## src/rtl/hsd_pkg.sv

```systemverilog
// Shared types, codes and threshold arithmetic for the headset jack and button detector.
// No dependencies; every other file of the block refers to this package by scoped names.
package hsd_pkg;

    localparam int AdcBits = 12;
    localparam int MvBits = 11;
    localparam int CodeBits = 8;
    localparam int CfgIndexBits = 3;
    localparam int CfgDataBits = 11;

    localparam int MvFullScale = 1400;
    // Reciprocal of 175 scaled by 2^24, rounded up; exact for every value in use.
    localparam int RecipMul = 95870;
    localparam int RecipShift = 19;
    localparam int RecipBits = 28;

    localparam logic [1:0] OP_JACK = 2'd0;
    localparam logic [1:0] OP_HOOK = 2'd1;
    localparam logic [1:0] OP_TIMER = 2'd2;

    localparam logic [1:0] JACK_REMOVED = 2'd0;
    localparam logic [1:0] JACK_HEADSET = 2'd1;
    localparam logic [1:0] JACK_HEADPHONE = 2'd2;

    localparam logic [1:0] BTN_NONE = 2'd0;
    localparam logic [1:0] BTN_HOOK = 2'd1;
    localparam logic [1:0] BTN_VOL_UP = 2'd2;
    localparam logic [1:0] BTN_VOL_DOWN = 2'd3;

    localparam logic [2:0] REG_HOOK_PRESS = 3'd0;
    localparam logic [2:0] REG_VOL_UP_PRESS = 3'd1;
    localparam logic [2:0] REG_VOL_DOWN_PRESS = 3'd2;
    localparam logic [2:0] REG_MIC_DETECT = 3'd3;
    localparam logic [2:0] REG_PRESS_RELEASE = 3'd4;
    localparam logic [2:0] REG_DETECT_INVERT = 3'd5;

    localparam logic [CodeBits-1:0] CODE_NONE = 8'hFF;

    typedef struct packed {
        logic [1:0]         op;
        logic               jack_level;
        logic [AdcBits-1:0] adc_code;
    } item_t;

    typedef struct packed {
        logic [1:0]          jack_state;
        logic                mic_bias_on;
        logic                hook_irq_on;
        logic                key_event;
        logic [1:0]          key_code;
        logic                key_pressed;
        logic                rejected;
        logic                threshold_write;
        logic [CodeBits-1:0] low_threshold;
        logic [CodeBits-1:0] high_threshold;
        logic [1:0]          button_state;
    } result_t;

    typedef struct packed {
        logic [MvBits-1:0] hook_press_mv;
        logic [MvBits-1:0] vol_up_press_mv;
        logic [MvBits-1:0] vol_down_press_mv;
        logic [MvBits-1:0] mic_detect_mv;
        logic [MvBits-1:0] press_release_mv;
        logic              detect_invert;
    } cfg_t;

    typedef struct packed {
        logic [1:0] jack_now;
        logic [1:0] held_button;
        logic       hook_enabled;
    } state_t;

    function automatic logic [CodeBits-1:0] mv_to_code(logic [MvBits-1:0] mv);
        logic [RecipBits-1:0] prod;
        prod = RecipBits'(mv) * RecipBits'(RecipMul);
        if (mv >= MvBits'(MvFullScale))
            return CODE_NONE;
        return prod[RecipShift+CodeBits-1:RecipShift];
    endfunction

    function automatic logic [CodeBits-1:0] low_code(logic [MvBits-1:0] mv);
        return (mv == '0) ? '0 : mv_to_code(mv);
    endfunction

    function automatic logic [CodeBits-1:0] high_code(logic [MvBits-1:0] mv);
        return (mv == '0) ? CODE_NONE : mv_to_code(mv);
    endfunction

endpackage

```

## src/rtl/hsd_item_if.sv

```systemverilog
// Valid/ready channel carrying one detector event per beat.
// Depends on hsd_pkg for the payload type.
interface hsd_item_if;
    logic          valid;
    logic          ready;
    hsd_pkg::item_t payload;

    modport source (output valid, output payload, input ready);
    modport sink (input valid, input payload, output ready);
    modport monitor (input valid, input payload, input ready);
endinterface

```

## src/rtl/hsd_result_if.sv

```systemverilog
// Valid/ready channel carrying one detector result per beat.
// Depends on hsd_pkg for the payload type.
interface hsd_result_if;
    logic            valid;
    logic            ready;
    hsd_pkg::result_t payload;

    modport source (output valid, output payload, input ready);
    modport sink (input valid, input payload, output ready);
    modport monitor (input valid, input payload, input ready);
endinterface

```

## src/rtl/hsd_step.sv

```systemverilog
// Combinational event decoder: next jack and button state and the result of one event.
// Depends on hsd_pkg for types, codes and the threshold conversion.
module hsd_step (
    input  hsd_pkg::item_t   item,
    input  hsd_pkg::state_t  state,
    input  hsd_pkg::cfg_t    cfg,
    output hsd_pkg::state_t  state_next,
    output hsd_pkg::result_t res
);

    logic [hsd_pkg::AdcBits+hsd_pkg::MvBits-1:0] prod;
    logic [hsd_pkg::MvBits-1:0]                  mv;
    logic                                        present;
    logic                                        judge;
    logic [1:0]                                  btn;
    logic [hsd_pkg::CodeBits-1:0]                rel_lo;
    logic [hsd_pkg::CodeBits-1:0]                rel_hi;

    assign prod = (hsd_pkg::AdcBits + hsd_pkg::MvBits)'(item.adc_code)
                * (hsd_pkg::AdcBits + hsd_pkg::MvBits)'(hsd_pkg::MvFullScale);
    assign mv = prod[hsd_pkg::AdcBits+hsd_pkg::MvBits-1:hsd_pkg::AdcBits];
    assign present = item.jack_level ^ cfg.detect_invert;
    assign rel_lo = hsd_pkg::low_code(cfg.press_release_mv);
    assign rel_hi = hsd_pkg::high_code(cfg.press_release_mv);

    always_comb
    begin
        state_next = state;
        res = '0;
        judge = 1'b0;
        btn = hsd_pkg::BTN_NONE;

        case (item.op)
            hsd_pkg::OP_JACK:
            begin
                state_next.hook_enabled = 1'b0;
                if (present)
                begin
                    if (mv < cfg.mic_detect_mv)
                    begin
                        state_next.jack_now = hsd_pkg::JACK_HEADPHONE;
                    end
                    else
                    begin
                        state_next.jack_now = hsd_pkg::JACK_HEADSET;
                        state_next.hook_enabled = 1'b1;
                        res.threshold_write = 1'b1;
                        res.low_threshold = rel_lo;
                        res.high_threshold = hsd_pkg::CODE_NONE;
                    end
                end
                else
                begin
                    state_next.jack_now = hsd_pkg::JACK_REMOVED;
                    state_next.held_button = hsd_pkg::BTN_NONE;
                end
            end
            hsd_pkg::OP_HOOK:
            begin
                if (state.hook_enabled)
                begin
                    if (!present)
                        state_next.hook_enabled = 1'b0;
                    else
                        judge = 1'b1;
                end
            end
            hsd_pkg::OP_TIMER:
            begin
                judge = (state.held_button != hsd_pkg::BTN_NONE)
                     && (mv >= cfg.press_release_mv);
            end
            default:
            begin
                judge = 1'b0;
            end
        endcase

        if (judge)
        begin
            if (mv < cfg.press_release_mv)
            begin
                if (state.held_button == hsd_pkg::BTN_NONE)
                begin
                    if (mv < cfg.hook_press_mv)
                        btn = hsd_pkg::BTN_HOOK;
                    else if (mv < cfg.vol_up_press_mv)
                        btn = hsd_pkg::BTN_VOL_UP;
                    else if (mv < cfg.vol_down_press_mv)
                        btn = hsd_pkg::BTN_VOL_DOWN;
                end
                if (btn == hsd_pkg::BTN_NONE)
                begin
                    res.rejected = 1'b1;
                end
                else
                begin
                    state_next.held_button = btn;
                    res.key_event = 1'b1;
                    res.key_code = btn - 2'd1;
                    res.key_pressed = 1'b1;
                    res.threshold_write = 1'b1;
                    res.low_threshold = '0;
                    res.high_threshold = rel_hi;
                end
            end
            else if (state.held_button != hsd_pkg::BTN_NONE)
            begin
                res.key_event = 1'b1;
                res.key_code = state.held_button - 2'd1;
                res.key_pressed = 1'b0;
                state_next.held_button = hsd_pkg::BTN_NONE;
                res.threshold_write = 1'b1;
                res.low_threshold = rel_lo;
                res.high_threshold = hsd_pkg::CODE_NONE;
            end
            else
            begin
                res.rejected = 1'b1;
            end
        end

        res.jack_state = state_next.jack_now;
        res.mic_bias_on = (state_next.jack_now == hsd_pkg::JACK_HEADSET);
        res.hook_irq_on = state_next.hook_enabled;
        res.button_state = state_next.held_button;
    end

endmodule

```

## src/rtl/headset_jack_and_button_detector.sv

```systemverilog
// Top level of the headset jack and button detector: input register, decoder, result register.
// Depends on hsd_pkg, hsd_item_if, hsd_result_if and hsd_step.
//
// The block takes one event per clock cycle while the result side is not stalled and returns
// exactly one result per event. An event waits in the input register, is decoded
// combinationally against the jack and button state and lands in the result register; the
// state is updated at the edge where the event moves on, so back-to-back events see each
// other's effects. A stalled result side holds one result while one more event is taken.
// Configuration writes take effect at the next edge.
module headset_jack_and_button_detector (
    input  logic                                   clk,
    input  logic                                   rst_n,
    hsd_item_if.sink                               item,
    hsd_result_if.source                           result,
    input  logic                                   cfg_we,
    input  logic [hsd_pkg::CfgIndexBits-1:0]       cfg_index,
    input  logic [hsd_pkg::CfgDataBits-1:0]        cfg_data
);

    logic             in_valid_reg;
    hsd_pkg::item_t   in_item_reg;
    logic             out_valid_reg;
    hsd_pkg::result_t out_res_reg;
    hsd_pkg::state_t  state_reg;
    hsd_pkg::state_t  state_next;
    hsd_pkg::cfg_t    cfg_reg;
    hsd_pkg::result_t res_next;
    logic             out_free;
    logic             advance;

    assign out_free = !out_valid_reg || result.ready;
    assign advance = in_valid_reg && out_free;
    assign item.ready = !in_valid_reg || out_free;

    assign result.valid = out_valid_reg;
    assign result.payload = out_res_reg;

    hsd_step u_step (
        .item       (in_item_reg),
        .state      (state_reg),
        .cfg        (cfg_reg),
        .state_next (state_next),
        .res        (res_next)
    );

    always_ff @(posedge clk or negedge rst_n)
    begin
        if (!rst_n)
        begin
            in_valid_reg <= 1'b0;
            out_valid_reg <= 1'b0;
            state_reg.jack_now <= hsd_pkg::JACK_REMOVED;
            state_reg.held_button <= hsd_pkg::BTN_NONE;
            state_reg.hook_enabled <= 1'b0;
        end
        else
        begin
            if (item.ready)
                in_valid_reg <= item.valid;
            if (out_free)
                out_valid_reg <= in_valid_reg;
            if (advance)
                state_reg <= state_next;
        end
    end

    always_ff @(posedge clk)
    begin
        if (item.valid && item.ready)
            in_item_reg <= item.payload;
        if (advance)
            out_res_reg <= res_next;
    end

    always_ff @(posedge clk or negedge rst_n)
    begin
        if (!rst_n)
        begin
            cfg_reg.hook_press_mv <= 11'd20;
            cfg_reg.vol_up_press_mv <= 11'd60;
            cfg_reg.vol_down_press_mv <= 11'd110;
            cfg_reg.mic_detect_mv <= 11'd300;
            cfg_reg.press_release_mv <= 11'd300;
            cfg_reg.detect_invert <= 1'b0;
        end
        else if (cfg_we)
        begin
            case (cfg_index)
                hsd_pkg::REG_HOOK_PRESS:     cfg_reg.hook_press_mv <= cfg_data;
                hsd_pkg::REG_VOL_UP_PRESS:   cfg_reg.vol_up_press_mv <= cfg_data;
                hsd_pkg::REG_VOL_DOWN_PRESS: cfg_reg.vol_down_press_mv <= cfg_data;
                hsd_pkg::REG_MIC_DETECT:     cfg_reg.mic_detect_mv <= cfg_data;
                hsd_pkg::REG_PRESS_RELEASE:  cfg_reg.press_release_mv <= cfg_data;
                hsd_pkg::REG_DETECT_INVERT:  cfg_reg.detect_invert <= cfg_data[0];
                default:
                begin
                    cfg_reg <= cfg_reg;
                end
            endcase
        end
    end

endmodule

```

## src/flat_wrapper.sv

```systemverilog
// flat-port wrapper written by rule: the top's interface ports become plain ports
module headset_jack_and_button_detector_flat 
  (clk, rst_n, cfg_we, cfg_index, cfg_data, item_valid, item_payload, item_ready, result_valid, result_payload, result_ready);
  hsd_item_if item_i ();
  hsd_result_if result_i ();
  input  logic clk;
  input  logic rst_n;
  input  logic cfg_we;
  input  logic [hsd_pkg::CfgIndexBits-1:0] cfg_index;
  input  logic [hsd_pkg::CfgDataBits-1:0] cfg_data;
  input wire logic [$bits(item_i.valid)-1:0] item_valid;
  input wire logic [$bits(item_i.payload)-1:0] item_payload;
  output wire logic [$bits(item_i.ready)-1:0] item_ready;
  output wire logic [$bits(result_i.valid)-1:0] result_valid;
  output wire logic [$bits(result_i.payload)-1:0] result_payload;
  input wire logic [$bits(result_i.ready)-1:0] result_ready;
  assign item_i.valid = item_valid;
  assign item_i.payload = item_payload;
  assign item_ready = item_i.ready;
  assign result_valid = result_i.valid;
  assign result_payload = result_i.payload;
  assign result_i.ready = result_ready;
  headset_jack_and_button_detector u_core (.clk(clk), .rst_n(rst_n), .item(item_i), .result(result_i), .cfg_we(cfg_we), .cfg_index(cfg_index), .cfg_data(cfg_data));
endmodule
```

## config.mk

```make
export PLATFORM = sky130hd
export DESIGN_NAME = headset_jack_and_button_detector_flat
export DESIGN_NICKNAME = d
export VERILOG_FILES = /design/src/rtl/hsd_pkg.sv /design/src/rtl/hsd_item_if.sv /design/src/rtl/hsd_result_if.sv /design/src/rtl/hsd_step.sv /design/src/rtl/headset_jack_and_button_detector.sv /design/src/flat_wrapper.sv
export SDC_FILE = /design/constraint.sdc
export NUM_CORES = 1
export LEC_CHECK = 0
export BUFFER_PORTS_ARGS = -buffer_cell sky130_fd_sc_hd__buf_2
export CORE_MARGIN = 4
export CORE_UTILIZATION = 30
export CTS_BUF_LIST = sky130_fd_sc_hd__clkbuf_4 sky130_fd_sc_hd__clkbuf_8
export DETAILED_ROUTE_END_ITERATION = 16
export GPL_TIMING_DRIVEN = 0
export PLACE_DENSITY = 0.53
export SLEW_MARGIN = 20
export SYNTH_ARGS = -nofsm -noshare
export SYNTH_HDL_FRONTEND = slang
export SYNTH_SLANG_ARGS = --single-unit
export TNS_END_PERCENT = 1
```

## constraint.sdc

```tcl
create_clock -name clk -period 9.08 [get_ports clk]
set_input_delay 0 -clock clk [delete_from_list [all_inputs] [get_ports clk]]
set_output_delay 0 -clock clk [all_outputs]
set_load 0.005 [all_outputs]
```

==> flow_metrics.env <==
export IMPL_io_pins=64
export IMPL_cts_num_sinks=106
export IMPL_max_stage_delay_ns=0.72
export IMPL_post_route_min_period_ns=7.78
export IMPL_maxCapViolations=0
export IMPL_drv_slew=0
export IMPL_cts_made_buffers=9
export IMPL_cts_hold_buf=34
export IMPL_path_clk_slew_ns=0.11
export IMPL_synth_simple_area_share_pct=8.42
export IMPL_yosysWarnings=0
export IMPL_grt_overflow=0
export IMPL_setup_viol=0
export IMPL_rsz0062_at_grt="no"
export IMPL_wl_per_cell_um=14.9
export IMPL_end_kind="flop"
export IMPL_grt_pass1_vias=7902
export IMPL_cts_tree="built"
export IMPL_antenna_found_initial=0
export IMPL_fp_row_count=69
export IMPL_required_ns=9.23
export IMPL_drtAntennaViolNets=0
export IMPL_drtPass1Iterations=5
export IMPL_cp_top_family="adder cells"
export IMPL_grtUsageTotal_pct=12.8
export IMPL_status="finished, final reports clean"
export IMPL_vias_per_cell=4.67
export IMPL_area_growth_pct=13.5
export IMPL_synthXorXnorAreaFrac_pct=1.87
export IMPL_skew_ns=0.0195
export IMPL_holdWs_ns=0.0363
export IMPL_syn_inst=1056
export IMPL_stdcell_area_um2=12300
export IMPL_wl_mm=24.3
export IMPL_slowest_stage="xor2_1"
export IMPL_place_hpwl_mm=19.9
export IMPL_cts_root_buffer="clkbuf_8"
export IMPL_core_area_um2=35600
export IMPL_clock_latency_ns=0.41
export IMPL_ys_ff_latch=106
export IMPL_fmax_mhz=129
export IMPL_die_x_um=198
export IMPL_cp_max_fo=8
export IMPL_ys_async_sr_fraction_pct=59.4
export IMPL_grt_max_degree=39
export IMPL_cp_arrival_ns=7.94
export IMPL_via_count=7620
export IMPL_syn_area_per_cell_um2=10.2
export IMPL_clockBufferDepth=2
export IMPL_n_antenna_cell=0
export IMPL_portBuffers=63
export IMPL_gp_congestion=0.797
export IMPL_cp_buffers_inverters=5
export IMPL_relSlewSlack_pct=36.9
export IMPL_drc=0
export IMPL_dieArea_um2=39100
export IMPL_fin_setup_tns_ns=0
export IMPL_largest_reg_flops=56
export IMPL_synth_compound_gate_area_share_pct=11.4
export IMPL_seq_area_frac_synth_pct=26.8
export IMPL_worst_slew_pin_slew_ns=0.936
export IMPL_hp_class="in -> async"
export IMPL_synthMuxAreaShare_pct=1.97
export IMPL_layout_drive_gt1_share_pct=11.7
export IMPL_stdcell_count=1631
export IMPL_synth_area_um2=10800
export IMPL_grt_pass1_wl_mm=40.3
export IMPL_post_cts_buffers=0
export IMPL_crit_type="reg -> reg"
export IMPL_placed_cell_area_um2=11700
export IMPL_syn_num_nets=1387
export IMPL_synthAdderAreaFrac_pct=41.3
export IMPL_die_h_um=198
export IMPL_yosysUniqueCellTypes=68
export IMPL_initial_utilization_pct=30.4
export IMPL_synth_edf_count=43
export IMPL_dr_first_iter_drc_count=243
export IMPL_synth_top_family_by_area="adder cells"
export IMPL_hold_viol_final=0
export IMPL_dp_cells=1581
export IMPL_fin_crit_sh_pct=85.7
export IMPL_cts_resized_gates=0
export IMPL_h_tree_depth=3
export IMPL_synth_flop_cell="dfrtp_1"
export IMPL_critPathLaunchType="flop"
export IMPL_nNetsFinal=1496
==> metal layers <==
layer	global-route usage [%]	part of all wire, %	up-vias	wire, um
li1	-	-	3743	-
met1	18.8	50	3758	12200
met2	20.5	46	102	11100
met3	1.75	3.0	17	717
met4	2.52	1.1	0	279
met5	0	0	-	0
==> layout by cell type, fill, tap and decap left out, drive strengths merged, types with 11 or more instances in the layout <==
cell / instances
inv: 228
ha: 198
fa: 99
nand2: 72
buf: 65
o21ai: 63
dfrtp: 44
edfxtp: 43
a21oi: 43
nor2: 38
dlygate4sd3: 34
clkbuf: 22
a21o: 21
dfstp: 19
mux2: 18
xnor2: 13
nand4: 11
==> cell families (layout without fill, tap and decap cells) <==
logic type	Yosys count	after routing
flip-flops	106	106
AND/OR/NAND/NOR	188	188
adder cells (fa/ha/maj)	297	297
multiplexers	19	19
buffers and inverters	237	351
AO/OA/AOI/OAI	186	186
XOR/XNOR	23	23
==> cells in the mapped netlist, types with 4 or more instances <==
| master | number | area share, % |
|---|---|---|
| a211oi_1 | 6 | 0.42 |
| a21o_1 | 21 | 1.5 |
| a21oi_1 | 41 | 1.9 |
| and4_1 | 4 | 0.32 |
| clkbuf_1 | 12 | 0.42 |
| dfrtp_1 | 44 | 10 |
| dfstp_2 | 19 | 4.6 |
| edfxtp_1 | 43 | 12 |
| fa_1 | 99 | 18 |
| ha_1 | 198 | 23 |
| inv_1 | 223 | 7.8 |
| mux2_2 | 18 | 1.9 |
| nand2_1 | 72 | 2.5 |
| nand2b_1 | 9 | 0.52 |
| nand3_1 | 10 | 0.46 |
| nand4_1 | 11 | 0.64 |
| nor2_1 | 38 | 1.3 |
| nor2b_1 | 8 | 0.46 |
| nor3_1 | 9 | 0.42 |
| o211ai_1 | 5 | 0.35 |
| o21a_1 | 5 | 0.35 |
| o21ai_0 | 62 | 2.9 |
| o31a_1 | 4 | 0.32 |
| o31ai_1 | 5 | 0.35 |
| xnor2_1 | 13 | 1.1 |
| xor2_1 | 10 | 0.81 |
==> path summary, 6_finish.rpt <==
check / end / start / slack [ns] / cells past startpoint
worst max register to register: u_core.result.payload[9] / u_core.in_item_reg[4] / 1.30 / 25
min in group clk: u_core.in_item_reg[13] / item_payload[13] / 0.29 / 2
worst min register to register: u_core.result.valid / u_core.in_valid_reg / 0.50 / 1
worst min-delay path: u_core.cfg_reg[18] / rst_n / 0.04 / 2
worst max-delay path: u_core.result.payload[9] / u_core.in_item_reg[4] / 1.30 / 25
max in group asynchronous: u_core.cfg_reg[25] / rst_n / 8.45 / 3
==> final cells by class <==
cell class	count	area, um^2
flip-flops and latches	106	2890
clock buffers	10	131
inverters	224	841
plain buffers	13	50.0
well taps	461	577
repair buffers	98	678
fillers	3674	23300
multi-input cells	713	7020
clock inverters	6	72.6
==> through the flow <==
| step | utilization, % | worst slack, ns |
|---|---|---|
| 6_report | 34.5 | 1.30 |
| 5_1_grt | 34.5 | 0.752 |
| 4_1_cts | 34.5 | 1.34 |
| 3_5_place_dp | 32.9 | 1.37 |
| 3_3_place_gp | 32.9 | 1.41 |
| 2_1_floorplan | - | 2.37 |
Power is not shown: default switching activity piles up to over one toggle a cycle in this logic, so the estimate is an artifact.
